$ cat src/sv/bgc_pkg.sv
`timescale 1ns / 1ps
// ----------------------------------------------------------------------------
// bgc_pkg: shared types and constants
// Verdict codes, register map and the configuration bundle of the button
// gesture classifier.
// ----------------------------------------------------------------------------
package bgc_pkg;

    localparam int CFG_BITS    = 16;
    localparam int TARGET_BITS = 3;
    localparam int COUNT_BITS  = 3;
    localparam int PADDR_BITS  = 5;
    localparam int PDATA_BITS  = 32;

    typedef enum logic [1:0] {
        VERDICT_NONE  = 2'd0,
        VERDICT_FIVE  = 2'd1,
        VERDICT_ALERT = 2'd2
    } verdict_t;

    typedef enum logic [2:0] {
        REG_DEBOUNCE = 3'd0,
        REG_CLICK_MAX = 3'd1,
        REG_HOLD_MIN = 3'd2,
        REG_TIMEOUT  = 3'd3,
        REG_WINDOW   = 3'd4,
        REG_TARGET   = 3'd5
    } reg_index_t;

    localparam logic [CFG_BITS-1:0]    RST_DEBOUNCE  = 16'd50;
    localparam logic [CFG_BITS-1:0]    RST_CLICK_MAX = 16'd600;
    localparam logic [CFG_BITS-1:0]    RST_HOLD_MIN  = 16'd3000;
    localparam logic [CFG_BITS-1:0]    RST_TIMEOUT   = 16'd4000;
    localparam logic [CFG_BITS-1:0]    RST_WINDOW    = 16'd10000;
    localparam logic [TARGET_BITS-1:0] RST_TARGET    = 3'd5;

    localparam logic [COUNT_BITS-1:0]  CLICK_COUNT_MAX = 3'd7;

    typedef struct packed {
        logic [CFG_BITS-1:0]    debounce_ticks;
        logic [CFG_BITS-1:0]    click_max_ticks;
        logic [CFG_BITS-1:0]    hold_min_ticks;
        logic [CFG_BITS-1:0]    config_timeout_ticks;
        logic [CFG_BITS-1:0]    window_ticks;
        logic [TARGET_BITS-1:0] clicks_needed;
    } cfg_t;

endpackage

$ cat src/sv/bgc_if.sv
`timescale 1ns / 1ps
// ----------------------------------------------------------------------------
// bgc_if: stream channels
// Valid/ready channels for tick items and classification results.
// ----------------------------------------------------------------------------
interface bgc_in_if;
    logic valid;
    logic ready;
    logic pin_level;
    logic start_window;

    modport source (output valid, output pin_level, output start_window, input ready);
    modport sink   (input valid, input pin_level, input start_window, output ready);
endinterface

interface bgc_out_if;
    logic       valid;
    logic       ready;
    logic [1:0] verdict;
    logic [2:0] clicks_seen;

    modport source (output valid, output verdict, output clicks_seen, input ready);
    modport sink   (input valid, input verdict, input clicks_seen, output ready);
endinterface

$ cat src/sv/bgc_regs.sv
`timescale 1ns / 1ps
// ----------------------------------------------------------------------------
// bgc_regs: configuration register file
// APB-style write and read of the six timing and target registers.
// ----------------------------------------------------------------------------
module bgc_regs
(
    input  logic                            clk,
    input  logic                            rst_n,
    input  logic                            psel,
    input  logic                            penable,
    input  logic                            pwrite,
    input  logic [bgc_pkg::PADDR_BITS-1:0]  paddr,
    input  logic [bgc_pkg::PDATA_BITS-1:0]  pwdata,
    output logic [bgc_pkg::PDATA_BITS-1:0]  prdata,
    output logic                            pready,
    output bgc_pkg::cfg_t                   cfg
);
    import bgc_pkg::*;

    cfg_t       cfg_reg;
    logic       wr_en;
    reg_index_t index;

    assign pready = 1'b1;
    assign wr_en  = psel && penable && pwrite;
    assign index  = reg_index_t'(paddr[PADDR_BITS-1:2]);
    assign cfg    = cfg_reg;

    always_ff @(posedge clk or negedge rst_n)
    begin
        if (!rst_n)
        begin
            cfg_reg.debounce_ticks       <= RST_DEBOUNCE;
            cfg_reg.click_max_ticks      <= RST_CLICK_MAX;
            cfg_reg.hold_min_ticks       <= RST_HOLD_MIN;
            cfg_reg.config_timeout_ticks <= RST_TIMEOUT;
            cfg_reg.window_ticks         <= RST_WINDOW;
            cfg_reg.clicks_needed        <= RST_TARGET;
        end
        else if (wr_en)
        begin
            case (index)
                REG_DEBOUNCE:  cfg_reg.debounce_ticks       <= pwdata[CFG_BITS-1:0];
                REG_CLICK_MAX: cfg_reg.click_max_ticks      <= pwdata[CFG_BITS-1:0];
                REG_HOLD_MIN:  cfg_reg.hold_min_ticks       <= pwdata[CFG_BITS-1:0];
                REG_TIMEOUT:   cfg_reg.config_timeout_ticks <= pwdata[CFG_BITS-1:0];
                REG_WINDOW:    cfg_reg.window_ticks         <= pwdata[CFG_BITS-1:0];
                REG_TARGET:    cfg_reg.clicks_needed        <= pwdata[TARGET_BITS-1:0];
                default: ;
            endcase
        end
    end

    always_comb
    begin
        prdata = '0;
        case (index)
            REG_DEBOUNCE:  prdata = PDATA_BITS'(cfg_reg.debounce_ticks);
            REG_CLICK_MAX: prdata = PDATA_BITS'(cfg_reg.click_max_ticks);
            REG_HOLD_MIN:  prdata = PDATA_BITS'(cfg_reg.hold_min_ticks);
            REG_TIMEOUT:   prdata = PDATA_BITS'(cfg_reg.config_timeout_ticks);
            REG_WINDOW:    prdata = PDATA_BITS'(cfg_reg.window_ticks);
            REG_TARGET:    prdata = PDATA_BITS'(cfg_reg.clicks_needed);
            default:       prdata = '0;
        endcase
    end

endmodule

$ cat src/sv/button_gesture_classifier.sv
`timescale 1ns / 1ps
// ----------------------------------------------------------------------------
// button_gesture_classifier: debounced click / long-press classifier
// Sorts button activity inside a detection window into no action, a click
// series or an alert.
// ----------------------------------------------------------------------------
// Feed one request per millisecond tick with the raw active-low pin level and
// a start flag. The debounce and window state update in a single registered
// pass, and a new request is accepted every cycle as long as the result
// register is empty or being drained. A window yields exactly one result
// (verdict and click count) when it closes; a request that closes no window
// yields none, and a stalled result holds off further requests until it is
// taken. Timers are TIMER_BITS wide and saturate.
module button_gesture_classifier
#(
    parameter int TIMER_BITS = 16
)
(
    input  logic                            clk,
    input  logic                            rst_n,
    input  logic                            psel,
    input  logic                            penable,
    input  logic                            pwrite,
    input  logic [bgc_pkg::PADDR_BITS-1:0]  paddr,
    input  logic [bgc_pkg::PDATA_BITS-1:0]  pwdata,
    output logic [bgc_pkg::PDATA_BITS-1:0]  prdata,
    output logic                            pready,
    bgc_in_if.sink                          item_in,
    bgc_out_if.source                       result_out
);
    import bgc_pkg::*;

    localparam int CMP_BITS = (TIMER_BITS > CFG_BITS) ? TIMER_BITS : CFG_BITS;

    function automatic logic [TIMER_BITS-1:0] sat_inc(input logic [TIMER_BITS-1:0] v);
        return (&v) ? v : TIMER_BITS'(v + 1'b1);
    endfunction

    cfg_t cfg;

    bgc_regs u_regs
    (
        .clk     (clk),
        .rst_n   (rst_n),
        .psel    (psel),
        .penable (penable),
        .pwrite  (pwrite),
        .paddr   (paddr),
        .pwdata  (pwdata),
        .prdata  (prdata),
        .pready  (pready),
        .cfg     (cfg)
    );

    logic                  open_reg,   open_next;
    logic                  last_reg,   last_next;
    logic                  held_reg,   held_next;
    logic                  first_reg,  first_next;
    logic [TIMER_BITS-1:0] since_reg,  since_next;
    logic [TIMER_BITS-1:0] win_reg,    win_next;
    logic [TIMER_BITS-1:0] press_reg,  press_next;
    logic [TIMER_BITS-1:0] sfc_reg,    sfc_next;
    logic [COUNT_BITS-1:0] count_reg,  count_next;

    logic                  out_valid_reg;
    verdict_t              verdict_reg, verdict_next;
    logic [COUNT_BITS-1:0] clicks_reg;

    logic                  accept;
    logic                  fire;
    logic                  edge_ok;
    logic [TIMER_BITS-1:0] counted;

    assign item_in.ready          = !out_valid_reg || result_out.ready;
    assign accept                 = item_in.valid && item_in.ready;
    assign result_out.valid       = out_valid_reg;
    assign result_out.verdict     = verdict_reg;
    assign result_out.clicks_seen = clicks_reg;

    always_comb
    begin
        open_next    = open_reg;
        held_next    = held_reg;
        first_next   = first_reg;
        win_next     = win_reg;
        press_next   = press_reg;
        sfc_next     = sfc_reg;
        count_next   = count_reg;
        fire         = 1'b0;
        verdict_next = VERDICT_NONE;

        // debounce runs whether or not a window is open
        counted    = sat_inc(since_reg);
        edge_ok    = (item_in.pin_level != last_reg) &&
                     (CMP_BITS'(counted) >= CMP_BITS'(cfg.debounce_ticks));
        since_next = edge_ok ? '0 : counted;
        last_next  = edge_ok ? item_in.pin_level : last_reg;

        if (item_in.start_window)
        begin
            open_next  = 1'b1;
            win_next   = '0;
            held_next  = !item_in.pin_level;
            press_next = '0;
            count_next = '0;
            first_next = 1'b0;
            sfc_next   = '0;
        end
        else if (open_reg)
        begin
            win_next = sat_inc(win_reg);
            if (held_reg)
                press_next = sat_inc(press_reg);
            if (first_reg)
                sfc_next = sat_inc(sfc_reg);

            priority if (CMP_BITS'(win_next) >= CMP_BITS'(cfg.window_ticks))
            begin
                fire         = 1'b1;
                verdict_next = (count_reg != '0) ? VERDICT_ALERT : VERDICT_NONE;
            end
            else if ((count_reg != '0) && (count_reg < cfg.clicks_needed) && !held_reg &&
                     first_reg &&
                     (CMP_BITS'(sfc_next) >= CMP_BITS'(cfg.config_timeout_ticks)))
            begin
                fire         = 1'b1;
                verdict_next = VERDICT_ALERT;
            end
            else
            begin
                if (edge_ok)
                begin
                    if (!item_in.pin_level && !held_reg)
                    begin
                        held_next  = 1'b1;
                        press_next = '0;
                    end
                    else if (item_in.pin_level && held_reg)
                    begin
                        held_next = 1'b0;
                        if (CMP_BITS'(press_next) < CMP_BITS'(cfg.click_max_ticks))
                        begin
                            if (count_reg != CLICK_COUNT_MAX)
                                count_next = count_reg + 1'b1;
                            if (!first_reg)
                            begin
                                first_next = 1'b1;
                                sfc_next   = '0;
                            end
                            if (count_next >= cfg.clicks_needed)
                            begin
                                fire         = 1'b1;
                                verdict_next = VERDICT_FIVE;
                            end
                        end
                        else
                        begin
                            fire         = 1'b1;
                            verdict_next = VERDICT_ALERT;
                        end
                    end
                end

                if (!fire && held_next &&
                    (CMP_BITS'(press_next) >= CMP_BITS'(cfg.hold_min_ticks)))
                begin
                    fire         = 1'b1;
                    verdict_next = VERDICT_ALERT;
                end
            end

            if (fire)
                open_next = 1'b0;
        end
    end

    always_ff @(posedge clk or negedge rst_n)
    begin
        if (!rst_n)
        begin
            open_reg      <= 1'b0;
            last_reg      <= 1'b1;
            held_reg      <= 1'b0;
            first_reg     <= 1'b0;
            since_reg     <= '0;
            win_reg       <= '0;
            press_reg     <= '0;
            sfc_reg       <= '0;
            count_reg     <= '0;
            out_valid_reg <= 1'b0;
        end
        else
        begin
            if (accept)
            begin
                open_reg  <= open_next;
                last_reg  <= last_next;
                held_reg  <= held_next;
                first_reg <= first_next;
                since_reg <= since_next;
                win_reg   <= win_next;
                press_reg <= press_next;
                sfc_reg   <= sfc_next;
                count_reg <= count_next;
            end

            // load a new result, or drop the one just taken
            if (accept && fire)
                out_valid_reg <= 1'b1;
            else if (result_out.ready)
                out_valid_reg <= 1'b0;
        end
    end

    always_ff @(posedge clk)
    begin
        if (accept && fire)
        begin
            verdict_reg <= verdict_next;
            clicks_reg  <= count_next;
        end
    end

endmodule
$ cat src/flat_wrapper.sv
// flat-port wrapper written by rule: the top's interface ports become plain ports
module button_gesture_classifier_flat import bgc_pkg::*;
#(
    parameter int TIMER_BITS = 16
)
  (clk, rst_n, psel, penable, pwrite, paddr, pwdata, prdata, pready, item_in_valid, item_in_pin_level, item_in_start_window, item_in_ready, result_out_valid, result_out_verdict, result_out_clicks_seen, result_out_ready);
  bgc_in_if item_in_i ();
  bgc_out_if result_out_i ();
  input  logic clk;
  input  logic rst_n;
  input  logic psel;
  input  logic penable;
  input  logic pwrite;
  input  logic [bgc_pkg::PADDR_BITS-1:0] paddr;
  input  logic [bgc_pkg::PDATA_BITS-1:0] pwdata;
  output logic [bgc_pkg::PDATA_BITS-1:0] prdata;
  output logic pready;
  input wire logic [$bits(item_in_i.valid)-1:0] item_in_valid;
  input wire logic [$bits(item_in_i.pin_level)-1:0] item_in_pin_level;
  input wire logic [$bits(item_in_i.start_window)-1:0] item_in_start_window;
  output wire logic [$bits(item_in_i.ready)-1:0] item_in_ready;
  output wire logic [$bits(result_out_i.valid)-1:0] result_out_valid;
  output wire logic [$bits(result_out_i.verdict)-1:0] result_out_verdict;
  output wire logic [$bits(result_out_i.clicks_seen)-1:0] result_out_clicks_seen;
  input wire logic [$bits(result_out_i.ready)-1:0] result_out_ready;
  assign item_in_i.valid = item_in_valid;
  assign item_in_i.pin_level = item_in_pin_level;
  assign item_in_i.start_window = item_in_start_window;
  assign item_in_ready = item_in_i.ready;
  assign result_out_valid = result_out_i.valid;
  assign result_out_verdict = result_out_i.verdict;
  assign result_out_clicks_seen = result_out_i.clicks_seen;
  assign result_out_i.ready = result_out_ready;
  button_gesture_classifier #(.TIMER_BITS(TIMER_BITS)) u_core (.clk(clk), .rst_n(rst_n), .psel(psel), .penable(penable), .pwrite(pwrite), .paddr(paddr), .pwdata(pwdata), .prdata(prdata), .pready(pready), .item_in(item_in_i), .result_out(result_out_i));
endmodule
$ cat config.mk
export PLATFORM = sky130hd
export DESIGN_NAME = button_gesture_classifier_flat
export DESIGN_NICKNAME = d
export VERILOG_FILES = /design/src/sv/bgc_pkg.sv /design/src/sv/bgc_if.sv /design/src/sv/bgc_regs.sv /design/src/sv/button_gesture_classifier.sv /design/src/flat_wrapper.sv
export SDC_FILE = /design/constraint.sdc
export NUM_CORES = 1
export LEC_CHECK = 0
export BUFFER_PORTS_ARGS = -buffer_cell sky130_fd_sc_hd__buf_2
export CELL_PAD_IN_SITES_DETAIL_PLACEMENT = 0
export CELL_PAD_IN_SITES_GLOBAL_PLACEMENT = 1
export CORE_MARGIN = 2
export CORE_UTILIZATION = 34
export CTS_CLUSTER_SIZE = 8
export DETAILED_ROUTE_END_ITERATION = 8
export MAX_ROUTING_LAYER = met4
export PLACE_DENSITY = 0.62
export SYNTH_ARGS = -nofsm -noshare
export SYNTH_HDL_FRONTEND = slang
export SYNTH_HIERARCHICAL = 1
export SYNTH_SLANG_ARGS = --single-unit
$ cat constraint.sdc
create_clock -name clk -period 5.2 [get_ports clk]
set_clock_uncertainty 0.1 [all_clocks]
set_input_delay 0.78 -clock clk [delete_from_list [all_inputs] [get_ports clk]]
set_output_delay 0.78 -clock clk [all_outputs]
set_load 0.02 [all_outputs]
* Word-level counts from Yosys, hierarchy flattened *
Index checks and enable logic that the tools add are counted.

operators by class
  add/sub/neg operators = 5
  muxes and demuxes = 99
  $lt $le $gt $ge = 7
  reduce and logical (&&, ||, !) cells = 40
  bitwise logic cells = 1
  equality and inequality tests = 10

operator list
  operator                                             count
  2-to-1 mux 16 bit                                    32
  case mux 16 bit (6 select lines)                     1
  adder 16 x 1 -> 16 bit, second input constant        4
  greater-or-equal comparator 16 bit                   4
  AND reduction 16 bit                                 4
  2-to-1 mux 3 bit                                     17
  2-to-1 mux 1 bit                                     41
  less-than comparator 16 bit                          1
  2-to-1 mux 2 bit                                     8
  AND reduction 2 bit                                  8
  logical AND 1 bit                                    13
  nonzero test 2 bit                                   5
  AND reduction 8 bit                                  1
  equality test 3 x 2 -> 1 bit, second input constant  2
  equality test 3 bit, second input constant           2
  inequality test 2 bit, second input constant         3
  zero test 1 bit                                      4
  AND reduction 4 bit                                  1
  adder 3 x 1 -> 3 bit, second input constant          1
  equality test 3 x 1 -> 1 bit, second input constant  1
  greater-or-equal comparator 3 bit                    1
  zero test 3 bit                                      1
  less-than comparator 3 bit                           1
  inequality test 3 bit, second input constant         1
  5 further kinds                                      5

storage, ports and cells
  output and inout bits = 40
  register bits = 160
  logic and storage cells = 180

* Longest topological paths before layout *
Gate-level depths: netlist (run 1).

  depth after elaboration = 36
  depth in mapped cells = 25

* By module *
The synthesis (run 1) kept the hierarchy.

by module, submodules not included
  module                     area each (µm²)  cells each  instances  sequential area each (µm²)
  button_gesture_classifier  6855.3           860         1          1953.1
  bgc_regs                   4087.7           299         1          2110.8

* Worst setup path after synthesis (run 1) *
No wires, ideal clock.

  kind = flip-flop to flip-flop
  from = register u_core.since_reg[0]
  to = register u_core.clicks_reg[0], in the netlist u_core/result_out.clicks_seen[0] (enable)
  cell stages (with the launch flop) = 26
  slack = -0.315 ns
  arrival = 5.076 ns
  data required time = 4.761 ns
  library setup time = 0.339 ns
  path through = dfrtp_1 > ha_1 > nand2_1 > or3_1 > or3_1 > clkbuf_1 > nand4_1 > nor2_1 > xor2_1 > ha_1 > a21o_1 > a221oi_1 > o21ai_0 > a211oi_2 > nor2b_1 > nand2_1 > nand2_1 > ha_1 > nor2b_1 > o21ai_0 > a21oi_1 > o21ai_0 > nand2_1 > a221oi_1 > nor2_1 > nor2_1

between the ends
  longest elaborated chain between the ends = 20

ends and longest elaborated chain
  element                                                                     line                              source
  start: declaration                                                          button_gesture_classifier.sv:59   logic [TIMER_BITS-1:0] since_reg, since_next;
  start signal: assignment                                                    button_gesture_classifier.sv:200  since_reg <= since_next;
  adder 16 x 1 -> 16 bit or AND reduction 16 bit (tied branches)              button_gesture_classifier.sv:36   return (&v) ? v : TIMER_BITS'(v + 1'b1);
  2-to-1 mux 16 bit (*)                                                       button_gesture_classifier.sv:36
  greater-or-equal comparator 16 bit (*)                                      button_gesture_classifier.sv:95   (CMP_BITS'(counted) >= CMP_BITS'(cfg.debounce_ticks));
  logical AND 1 bit (*)                                                       button_gesture_classifier.sv:94   edge_ok = (item_in.pin_level != last_reg) &&
  branches (longest 8 deep; another with greater-or-equal comparator 16 bit)  n/a
  2-to-1 mux 1 bit (*)                                                        button_gesture_classifier.sv:164  if (!fire && held_next &&
  2-to-1 mux 1 bit (*)                                                        button_gesture_classifier.sv:122  else if ((count_reg != '0) && (count_reg < cfg.clicks_needed) && !held_reg &&
  2-to-1 mux 1 bit (*)                                                        button_gesture_classifier.sv:117  priority if (CMP_BITS'(win_next) >= CMP_BITS'(cfg.window_ticks))
  2-to-1 mux 1 bit (*)                                                        button_gesture_classifier.sv:109  else if (open_reg)
  2-to-1 mux 1 bit (*)                                                        button_gesture_classifier.sv:99   if (item_in.start_window)
  2-to-1 mux 1 bit (*)                                                        button_gesture_classifier.sv:109
  2-to-1 mux 1 bit (*)                                                        button_gesture_classifier.sv:99
  logical AND 1 bit (*)                                                       button_gesture_classifier.sv:217  if (accept && fire)
  end signal: assignment                                                      button_gesture_classifier.sv:220  clicks_reg <= count_next;
  end: declaration                                                            button_gesture_classifier.sv:67   logic [COUNT_BITS-1:0] clicks_reg;

Every way passes the cells marked *. The select of a mux whose other input is x is not followed.
A chain may end at the register's enable or synchronous reset.

* Worst setup path in the final report (run 1) *
Same ends and word-level chain as after synthesis.

==> summary.md, run 1 <==
| Metric | Value |
|---|---|
| Final WL | 32.1 mm |
| Initial Util | 0.346 |
| Vias per cell | 5.23 |
| Netlist cell types | 68 |
| PwrDens | 320 mW/mm^2 |
| Port Buffers | 50 |
| Tot GR Track Use | 0.202 |
| RSZ-0062 raised after global routing | true |
| Routed WL per cell | 19.1 um |
| Startpoint Class | flip-flop |
| Synth Flop Type | dfrtp_1 |
| Max reg flops | 83 |
| Syn_area_per_cell | 9.44 um^2 |
| WP data required | 5.30 ns |
| Row cnt | 65 |
| EDFF count, synth | 5 |
| Largest area contributor in the netlist | dfrtp_1 |
| Post-Synthesis Cells | 1159 |
| Antenna Nets Post-Route | 0 |
| P&R area growth vs syn | 18.4% |
| Sw power | 1.44 mW |
| HPWL after detailed placement | 23.8 mm |
| WP data arrival | 5.28 ns |
| Initial antenna violation count | 0 |
| Area occupied by registers | 0.00406 mm^2 |
| Placed instance count | 1648 |
| DRC | 0 |
| Fin crit share | 0.996 |
| CTS tree | yes |
| Worst-case hold slack | 0.352 ns |
| Post-synthesis adder-cell area fraction | 0.103 |
| Clock Power Share | 0.308 |
| Share of synthesized registers carrying an async set or reset | 0.969 |
| Final slew viol count | 0 |
| Overflow after GRT | 0 |
| ANT cells | 0 |
| Syn Std Cell Area | 0.0109 mm^2 |
| VDD IR max | 0.259 mV |
| Hold Crit Class | in -> async |
| Setup violators final | 0 |
| Largest family of logic cells by synthesized area | compound AO/OA/AOI/OAI gates |
| Crit Path Category | reg -> reg |
| P_int | 2.70 mW |
| Final hold viol count | 0 |
| Worst Max-Slew Pin Slew | 1.06 ns |
| Fraction of layout cells with a size suffix above 1 | 0.277 |
| Largest net degree at the start of global routing | 94 |
| Logic gate share of total power | 0.299 |
| Post-route cell area | 0.0130 mm^2 |
| Core ar. | 0.0316 mm^2 |
| Post-synth top area share | 0.290 |
| Clock-pin slew on the worst setup and hold paths | 0.07 ns |
| CTS Root Cell | clkbuf_16 |
| YS warnings | 6 |
| Sequential share of power | 0.394 |
| H-tree Lvls | 4 |
| Slowest stage delay, CP | 0.41 ns |
| Fmax | 193 MHz |
| Max-slew headroom | 0.290 |
| Critical path's slowest cell | or3_4 |
| Synth Area in Simple Gates | 0.149 |
| DR iter-0 viols | 614 |
| Clock Sinks | 160 |
| Minimum clock period | 5.18 ns |
| Global-route wire length before repair | 50.4 mm |
| NumNets Final | 1406 |
| Crit-path max FO | 6 |
| Status | complete, no violations |
| Seq cells post-synth | 160 |
| Total iterations of the first detailed-routing run | 5 |
| Die X | 183 um |
| Switching part of the total | 0.348 |
| Vias | 8810 |
| Die Footprint | 0.0336 mm^2 |
| Area of the multi-input gates | 0.00645 mm^2 |
| Post-synthesis xor/xnor area fraction | 0.0416 |
| Gp weighted congestion | 0.817 |
| Post-synthesis sequential area ratio | 0.371 |
| Num CTS Buffers | 17 |
| Vias in the first global route | 8752 |
| Most frequent cell after synthesis | dfrtp_1 |
| Synth Area in Compound Gates | 0.151 |
| Area contributors post-synth | dfrtp_1 (29%), ha_1 (10%), mux2_2 (9.9%) |
| DP Area | 0.0121 mm^2 |
| Worst setup EP type | flip-flop |
| Filler cell count | 3091 |
| LEAKAGE | 5.99 nW |
| Deepest clock path buffer count | 2 |
| Skew-Pair Late Insertion Delay | 0.45 ns |
| Post-synthesis mux area share | 0.115 |
| Chip height | 183 um |
| Max_cap viols | 0 |
| Tot Pwr | 4.14 mW |
| Finished Layout Cells | 1685 |
| Synth cell count leaders | dfrtp_1 (127), nand2_1 (105), inv_1 (104) |
| I/O pins | 86 |
final timing paths:
check                           slack [ns]                                to                 from  depth (start not counted)
min in group clk                      0.43                 u_core/win_reg[8]    u_core/win_reg[8]                          1
worst min-delay path                  0.35                 u_core/sfc_reg[5]                rst_n                          1
worst min register to register        0.43                 u_core/win_reg[8]    u_core/win_reg[8]                          1
worst max-delay path                  0.02  u_core/result_out.clicks_seen[0]  u_core/since_reg[0]                         26
max in group asynchronous             3.70             u_core/u_regs/cfg[68]                rst_n                          2
worst max register to register        0.02  u_core/result_out.clicks_seen[0]  u_core/since_reg[0]                         26
per-layer routing:
metal,share of wire,track usage,vias to the layer above
li1,-,-,4306
met1,0.50,0.283,4308
met2,0.46,0.307,168
met3,0.031,0.0282,28
met4,0.014,0.0518,0
met5,0,-,-
cell usage in the layout, fill, tap and decap left out, drive strengths merged, types with 11 or more instances in the layout:
master	netlist	layout
a31oi	23	23
nand4	20	20
nand2	105	105
clkbuf	28	19
mux2i	18	18
a22o	23	23
mux2	96	96
xor2	16	16
inv	104	109
ha	90	90
buf	35	140
conb	2	17
dfrtp	127	127
nor3	14	14
o21ai	58	58
o21a	19	19
nor2	80	80
and3	14	14
a21oi	48	48
a21o	11	11
dfstp	28	28
nand3	44	44
xnor2	36	36
per-stage QoR:
step / TNS, ns / setup WS (ns) / utilization
6_report: 0 / 0.0192 / 0.409
5_1_grt: -1.73 / -0.229 / 0.409
4_1_cts: -0.00267 / -0.000787 / 0.403
2_1_floorplan: 0 / 0.00540 / -
3_5_place_dp: -1.31 / -0.218 / 0.383
3_3_place_gp: -0.605 / -0.105 / 0.383
cell type report:
type	count	area share
Multi-Input combinational cell	847	0.498
Sequential cell	160	0.314
Clock inverter	13	0.00976
Timing Repair Buffer	140	0.0743
Inverter	104	0.0301
Clock buffer	19	0.0350
Tap cell	402	0.0388
power by group through the flow:
stage | Clock (mW) | Combinational [mW] | Sequential [mW]
global route | 1.36 | 1.38 | 1.66
finish | 1.27 | 1.24 | 1.63
global placement | 0 | 1.15 | 1.65
detailed placement | 0 | 1.16 | 1.65
floorplan | 0 | 0.782 | 1.59
CTS | 1.31 | 1.20 | 1.63
cell families (layout without fill, tap and decap cells):
group	Yosys count	after routing
and+or+nand+nor	328	328
DFF	160	160
buffers and inverters	167	276
adders and majority gates	90	90
other	2	17
muxes	114	114
AOI/OAI and AO/OA	246	246
xor gates and xnor gates	52	52
worst max-delay path, delay by kind of cell (launching register included):
family,cells,cell delay (ns)
simple gates,10,1.64
xor+xnor,1,0.12
flops,1,0.36
buf+inv,3,0.43
compound gates,9,1.62
fa+ha+maj,3,0.66
what timing repair did:
| item | in CTS | in global routing |
|---|---|---|
| pin swaps | 12 | 26 |
| hold buffers | 0 | 0 |
| setup endpoints to repair | 8 | 9 |
| cloned | 0 | 1 |
| gates resized for setup | 13 | 35 |
| setup buffers | 2 | 2 |
Power figures use the tool's default switching activity.
==> run 2, diff against run 1 <==
- SETUP_SLACK_MARGIN: not set -> 0.05
==> summary.md, run 2 (synthesis results as in run 1) <==
| Metric | Value |
|---|---|
| Status | complete, no violations (unchanged) |
| Dpl ws | -0.294 ns (was -0.218 ns) |
| Max reg flops | 83 (unchanged) |
| Logic gate share of total power | 0.294 (was 0.299) |
| HPWL after detailed placement | 23.5 mm (was 23.8 mm) |
| Largest net degree at the start of global routing | 68 (was 94) |
| Total iterations of the first detailed-routing run | 5 (unchanged) |
| Final slew viol count | 0 (unchanged) |
| Clock Sinks | 160 (unchanged) |
| Final hold viol count | 0 (unchanged) |
| Filler cell count | 3150 (was 3091) |
| Sequential share of power | 0.394 (about the same) |
| Vias | 8676 (was 8810) |
| Grt met1 use | 0.281 (was 0.283) |
| Area occupied by registers | 0.00406 mm^2 (unchanged) |
| Commonest non-fill, non-tap cell in the layout | dfrtp_1 (unchanged) |
| Initial antenna violation count | 0 (unchanged) |
| Clock Power Share | 0.312 (was 0.308) |
| Fin crit share | 0.999 (was 0.996) |
| Routed WL per cell | 18.7 um (was 19.1 um) |
| Tot GR Track Use | 0.195 (was 0.202) |
| Worst-case hold slack | 0.239 ns (was 0.352 ns) |
| Post-route setup TNS | 0 ns (unchanged) |
| Fmax | 193 MHz (about the same) |
| Worst setup EP type | flip-flop (unchanged) |
| P&R area growth vs syn | 16.5% (was 18.4%) |
| Critical path's slowest cell | a211oi_4 (was or3_4) |
| Final WS setup | 0.00660 ns (was 0.0192 ns) |
| Switching part of the total | 0.337 (was 0.348) |
| Crit path max-delay family | compound AO/OA/AOI/OAI gates (was simple AND/OR/NAND/NOR gates) |
| Core ar. | 0.0316 mm^2 (unchanged) |
| P_int | 2.74 mW (was 2.70 mW) |
| DRC | 0 (unchanged) |
| ANT cells | 0 (unchanged) |
| Fraction of layout cells with a size suffix above 1 | 0.256 (was 0.277) |
| Worst Max-Slew Pin Slew | 1.04 ns (was 1.06 ns) |
| Vias in the first global route | 8558 (was 8752) |
| RSZ-0062 raised after global routing | true (unchanged) |
| Antenna Nets Post-Route | 0 (unchanged) |
| Max-slew headroom | 0.304 (was 0.290) |
| Global-route wire length before repair | 49.0 mm (was 50.4 mm) |
| Slowest stage delay, CP | 0.37 ns (was 0.41 ns) |
| Row cnt | 65 (unchanged) |
| CTS Root Cell | clkbuf_16 (unchanged) |
| Finished Layout Cells | 1670 (was 1685) |
| Max_cap viols | 0 (unchanged) |
| Met2 GRT Util | 0.292 (was 0.307) |
| Worst path bufs/invs | 2 (was 3) |
| Port Buffers | 50 (unchanged) |
| WP data arrival | 5.28 ns (about the same) |
| VDD IR max | 0.245 mV (was 0.259 mV) |
| Chip height | 183 um (unchanged) |
| Final WL | 31.2 mm (was 32.1 mm) |
| WP data required | 5.29 ns (was 5.30 ns) |
| Minimum clock period | 5.19 ns (was 5.18 ns) |
| Area of the multi-input gates | 0.00637 mm^2 (was 0.00645 mm^2) |
| LEAKAGE | 5.91 nW (was 5.99 nW) |
| H-tree Lvls | 4 (unchanged) |
| M3 GR Usage | 0.0226 (was 0.0282) |
| Crit-path max FO | 7 (was 6) |
| Vias per cell | 5.20 (was 5.23) |
| CTS tree | yes (unchanged) |
| DR iter-0 viols | 611 (was 614) |
| I/O pins | 86 (unchanged) |
| Die X | 183 um (unchanged) |
| Deepest clock path buffer count | 2 (unchanged) |
| Sw power | 1.39 mW (was 1.44 mW) |
| Gp weighted congestion | 0.810 (was 0.817) |
| Startpoint Class | flip-flop (unchanged) |
| Tot Pwr | 4.13 mW (was 4.14 mW) |
| Grt peak-use layer | met2 (unchanged) |
| Overflow after GRT | 0 (unchanged) |
| PwrDens | 324 mW/mm^2 (was 320 mW/mm^2) |
| NumNets Final | 1391 (was 1406) |
| Placed instance count | 1634 (was 1648) |
| Skew-Pair Late Insertion Delay | 0.43 ns (was 0.45 ns) |
| Initial Util | 0.346 (unchanged) |
| Clock-pin slew on the worst setup and hold paths | 0.07 ns (about the same) |
| Num CTS Buffers | 17 (unchanged) |
| Hold Crit Class | in -> async (unchanged) |
| Commonest cells after routing, fill and taps aside | dfrtp_1 (127), inv_1 (104), nand2_1 (102) (was dfrtp_1 (127), inv_1 (104), nand2_1 (99)) |
| Crit Path Category | reg -> reg (unchanged) |
| Die Footprint | 0.0336 mm^2 (unchanged) |
| Setup violators final | 0 (unchanged) |
-- run 2: cell types whose count changed in the layout (fill, tap and decap cells not counted), sizes merged --
cell,before,now
inv,109,106
clkbuf,19,20
buf,140,125
clkinvlp,2,3
bufinv,1,2
-- run 2: power groups by stage --
stage	clock [mW]	sequential [mW]	combinational (mW)
2_1_floorplan	0	1.59	0.787
5_1_grt	1.38	1.66	1.36
3_3_place_gp	0	1.65	1.14
4_1_cts	1.32	1.63	1.17
6_report	1.29	1.63	1.21
3_5_place_dp	0	1.65	1.15
-- run 2: path summary, 6_finish.rpt --
check	to	from	cells past startpoint	slack [ns]
min in group clk	u_core/since_reg[7]	u_core/since_reg[7]	1	0.39
setup / recovery	u_core/result_out.verdict[0]	u_core/since_reg[0]	26	0.007
setup reg to reg	u_core/result_out.verdict[0]	u_core/since_reg[0]	26	0.007
hold reg to reg	u_core/since_reg[7]	u_core/since_reg[7]	1	0.39
max in group asynchronous	u_core/since_reg[15]	rst_n	2	3.63
hold / removal	u_core/sfc_reg[1]	rst_n	1	0.24
-- run 2: stage by stage --
| stage | util | instance area, um^2 |
|---|---|---|
| 2_1_floorplan | - | 11100 |
| 3_3_place_gp | 0.380 | 12000 |
| 3_5_place_dp | 0.380 | 12000 |
| 4_1_cts | 0.399 | 12600 |
| 5_1_grt | 0.403 | 12800 |
| 6_report | 0.403 | 12800 |
-- run 2: area by class of cell --
type,count,share of cell area
tap,402,0.0394
sequential,160,0.319
clock buffer,20,0.0358
inverter,104,0.0306
clock inverter,12,0.0104
timing repair buffer,125,0.0653
multi-input combinational,847,0.500
-- run 2: what timing repair did --
item | CTS | global route
setup endpoints to repair | 8 | 11
pin swaps | 5 | 17
hold buffers | 0 | 0
buffers inserted | 0 | 4
resized for setup | 8 | 17
-- run 2: metal layers --
layer / part of all wire / wire (um)
met2: 0.45 / 13900
met4: 0.013 / 416
met3: 0.028 / 886
met5: 0 / 0
met1: 0.51 / 15900
==> run 3, diff against run 2 <==
- BUFFER_PORTS_ARGS: -buffer_cell sky130_fd_sc_hd__buf_2 -> not set
- DONT_BUFFER_PORTS: not set -> 1
- PLACE_DENSITY: 0.62 -> 0.67
==> summary.md, run 3 (synthesis results as in run 1) <==
| Metric | Value |
|---|---|
| Crit Path Category | reg -> reg (unchanged) |
| Overflow after GRT | 0 (unchanged) |
| Crit-path max FO | 7 (unchanged) |
| Vias per cell | 5.38 (was 5.20) |
| Core ar. | 0.0316 mm^2 (unchanged) |
| Fraction of layout cells with a size suffix above 1 | 0.232 (was 0.256) |
| Total iterations of the first detailed-routing run | 5 (unchanged) |
| Commonest cells after routing, fill and taps aside | dfrtp_1 (127), inv_1 (104), nand2_1 (99) (was dfrtp_1 (127), inv_1 (104), nand2_1 (102)) |
| Num CTS Buffers | 17 (unchanged) |
| DR iter-0 viols | 506 (was 611) |
| Hold Crit Class | in -> async (unchanged) |
| Logic gate share of total power | 0.279 (was 0.294) |
| HPWL after detailed placement | 22.9 mm (was 23.5 mm) |
| RSZ-0062 raised after global routing | true (unchanged) |
| Chip height | 183 um (unchanged) |
| Minimum clock period | 5.10 ns (was 5.19 ns) |
| Critical path's slowest cell | dfrtp_1 (was a211oi_4) |
| Tot GR Track Use | 0.201 (was 0.195) |
| Max reg flops | 83 (unchanged) |
| I/O pins | 86 (unchanged) |
| LEAKAGE | 5.71 nW (was 5.91 nW) |
| VDD IR max | 0.179 mV (was 0.245 mV) |
| Row cnt | 65 (unchanged) |
| Slowest stage delay, CP | 0.37 ns (about the same) |
| Deepest clock path buffer count | 2 (unchanged) |
| Sequential share of power | 0.386 (was 0.394) |
| Worst setup EP type | flip-flop (unchanged) |
| Clock Sinks | 160 (unchanged) |
| WP data required | 5.28 ns (was 5.29 ns) |
| Clock Power Share | 0.335 (was 0.312) |
| PwrDens | 337 mW/mm^2 (was 324 mW/mm^2) |
| Crit path max-delay family | compound AO/OA/AOI/OAI gates (unchanged) |
| DRC | 0 (unchanged) |
| CTS Root Cell | clkbuf_16 (unchanged) |
| Sw power | 1.38 mW (was 1.39 mW) |
| Final WL | 32.1 mm (was 31.2 mm) |
| Vias | 8669 (was 8676) |
| P&R area growth vs syn | 15.2% (was 16.5%) |
| Antenna Nets Post-Route | 0 (unchanged) |
| Clock-pin slew on the worst setup and hold paths | 0.07 ns (about the same) |
| Commonest non-fill, non-tap cell in the layout | dfrtp_1 (unchanged) |
| Global-route wire length before repair | 50.2 mm (was 49.0 mm) |
| NumNets Final | 1332 (was 1391) |
| Final hold viol count | 0 (unchanged) |
| Post-route setup TNS | 0 ns (unchanged) |
| Fin crit share | 0.981 (was 0.999) |
| P_int | 2.87 mW (was 2.74 mW) |
| Initial Util | 0.346 (unchanged) |
| Max_cap viols | 0 (unchanged) |
| CTS tree | yes (unchanged) |
| Fmax | 196 MHz (was 193 MHz) |
| Final slew viol count | 0 (unchanged) |
| H-tree Lvls | 4 (unchanged) |
| Dpl ws | -0.210 ns (was -0.294 ns) |
| Routed WL per cell | 19.9 um (was 18.7 um) |
| Largest net degree at the start of global routing | 128 (was 68) |
| Reg-to-Reg Start | u_core/since_reg[0] (unchanged) |
| Die Footprint | 0.0336 mm^2 (unchanged) |
| R2R setup slack | 0.10 ns (was 0.007 ns) |
| Die X | 183 um (unchanged) |
| Source of the critical timing path | u_core/since_reg[0] (unchanged) |
| Status | complete, no violations (unchanged) |
| Startpoint Class | flip-flop (unchanged) |
| Worst-case hold slack | 0.121 ns (was 0.239 ns) |
| WP data arrival | 5.18 ns (was 5.28 ns) |
| Switching part of the total | 0.324 (was 0.337) |
| Gp weighted congestion | 0.864 (was 0.810) |
| Worst Max-Slew Pin Slew | 1.17 ns (was 1.04 ns) |
| Port Buffers | 0 (was 50) |
| Vias in the first global route | 8607 (was 8558) |
| Max-slew headroom | 0.222 (was 0.304) |
| Setup violators final | 0 (unchanged) |
| Initial antenna violation count | 0 (unchanged) |
| ANT cells | 0 (unchanged) |
| Skew-Pair Late Insertion Delay | 0.43 ns (about the same) |
| Worst path bufs/invs | 3 (was 2) |
| Final WS setup | 0.101 ns (was 0.00660 ns) |
| Tot Pwr | 4.25 mW (was 4.13 mW) |
[run 3: changes by cell type in the layout (fill, tap and decap cells not counted), sizes merged]
cell    change
buf        -60
bufinv      +3
nor2        +1
clkinv      -3
[run 3: final cells by class]
class	instances	area, um^2
Clock buffer	20	457
Clock inverter	12	206
Fill cell	3107	19000
Inverter	104	390
Multi-Input combinational cell	848	6470
Sequential cell	160	4060
Tap cell	402	503
Timing Repair Buffer	65	523
[run 3: metrics by stage]
step,std cells,util,cell area (um^2)
after floorplan,1174,-,11100
after global placement,1572,0.368,11700
after detailed placement,1572,0.368,11700
after CTS,1608,0.392,12400
after global routing,1611,0.399,12600
final,1611,0.399,12600
[run 3: layer usage]
metal  global-route usage  vias up  part of all wire
met5                    -        -                 0
met4               0.0320        0            0.0077
met3               0.0304       18             0.034
met2                0.313      156              0.47
met1                0.281     4332              0.49
li1                     -     4163                 -
[run 3: timing repair]
item,in CTS,in global routing
hold buffers,1,0
hold endpoints to repair,127,0
pin swaps,8,30
cloned,0,1
buffers inserted,3,2
resized for setup,9,38
endpoints found under the setup margin,8,24
[run 3: power groups by stage]
stage,Combinational (mW),Clock (mW),Sequential [mW]
after floorplan,0.787,0,1.59
after global placement,1.04,0,1.65
after detailed placement,1.06,0,1.66
after CTS,1.11,1.46,1.64
after global routing,1.32,1.51,1.66
final,1.18,1.43,1.64
[run 3: final timing paths]
check,end,cells past startpoint
hold reg to reg,u_core/win_reg[8],1
min in group clk,u_core/open_reg,1
max in group asynchronous,u_core/u_regs/cfg[22],1
setup / recovery,u_core/result_out.verdict[1],25
setup reg to reg,u_core/result_out.verdict[1],25
hold / removal,u_core/u_regs/cfg[26],0
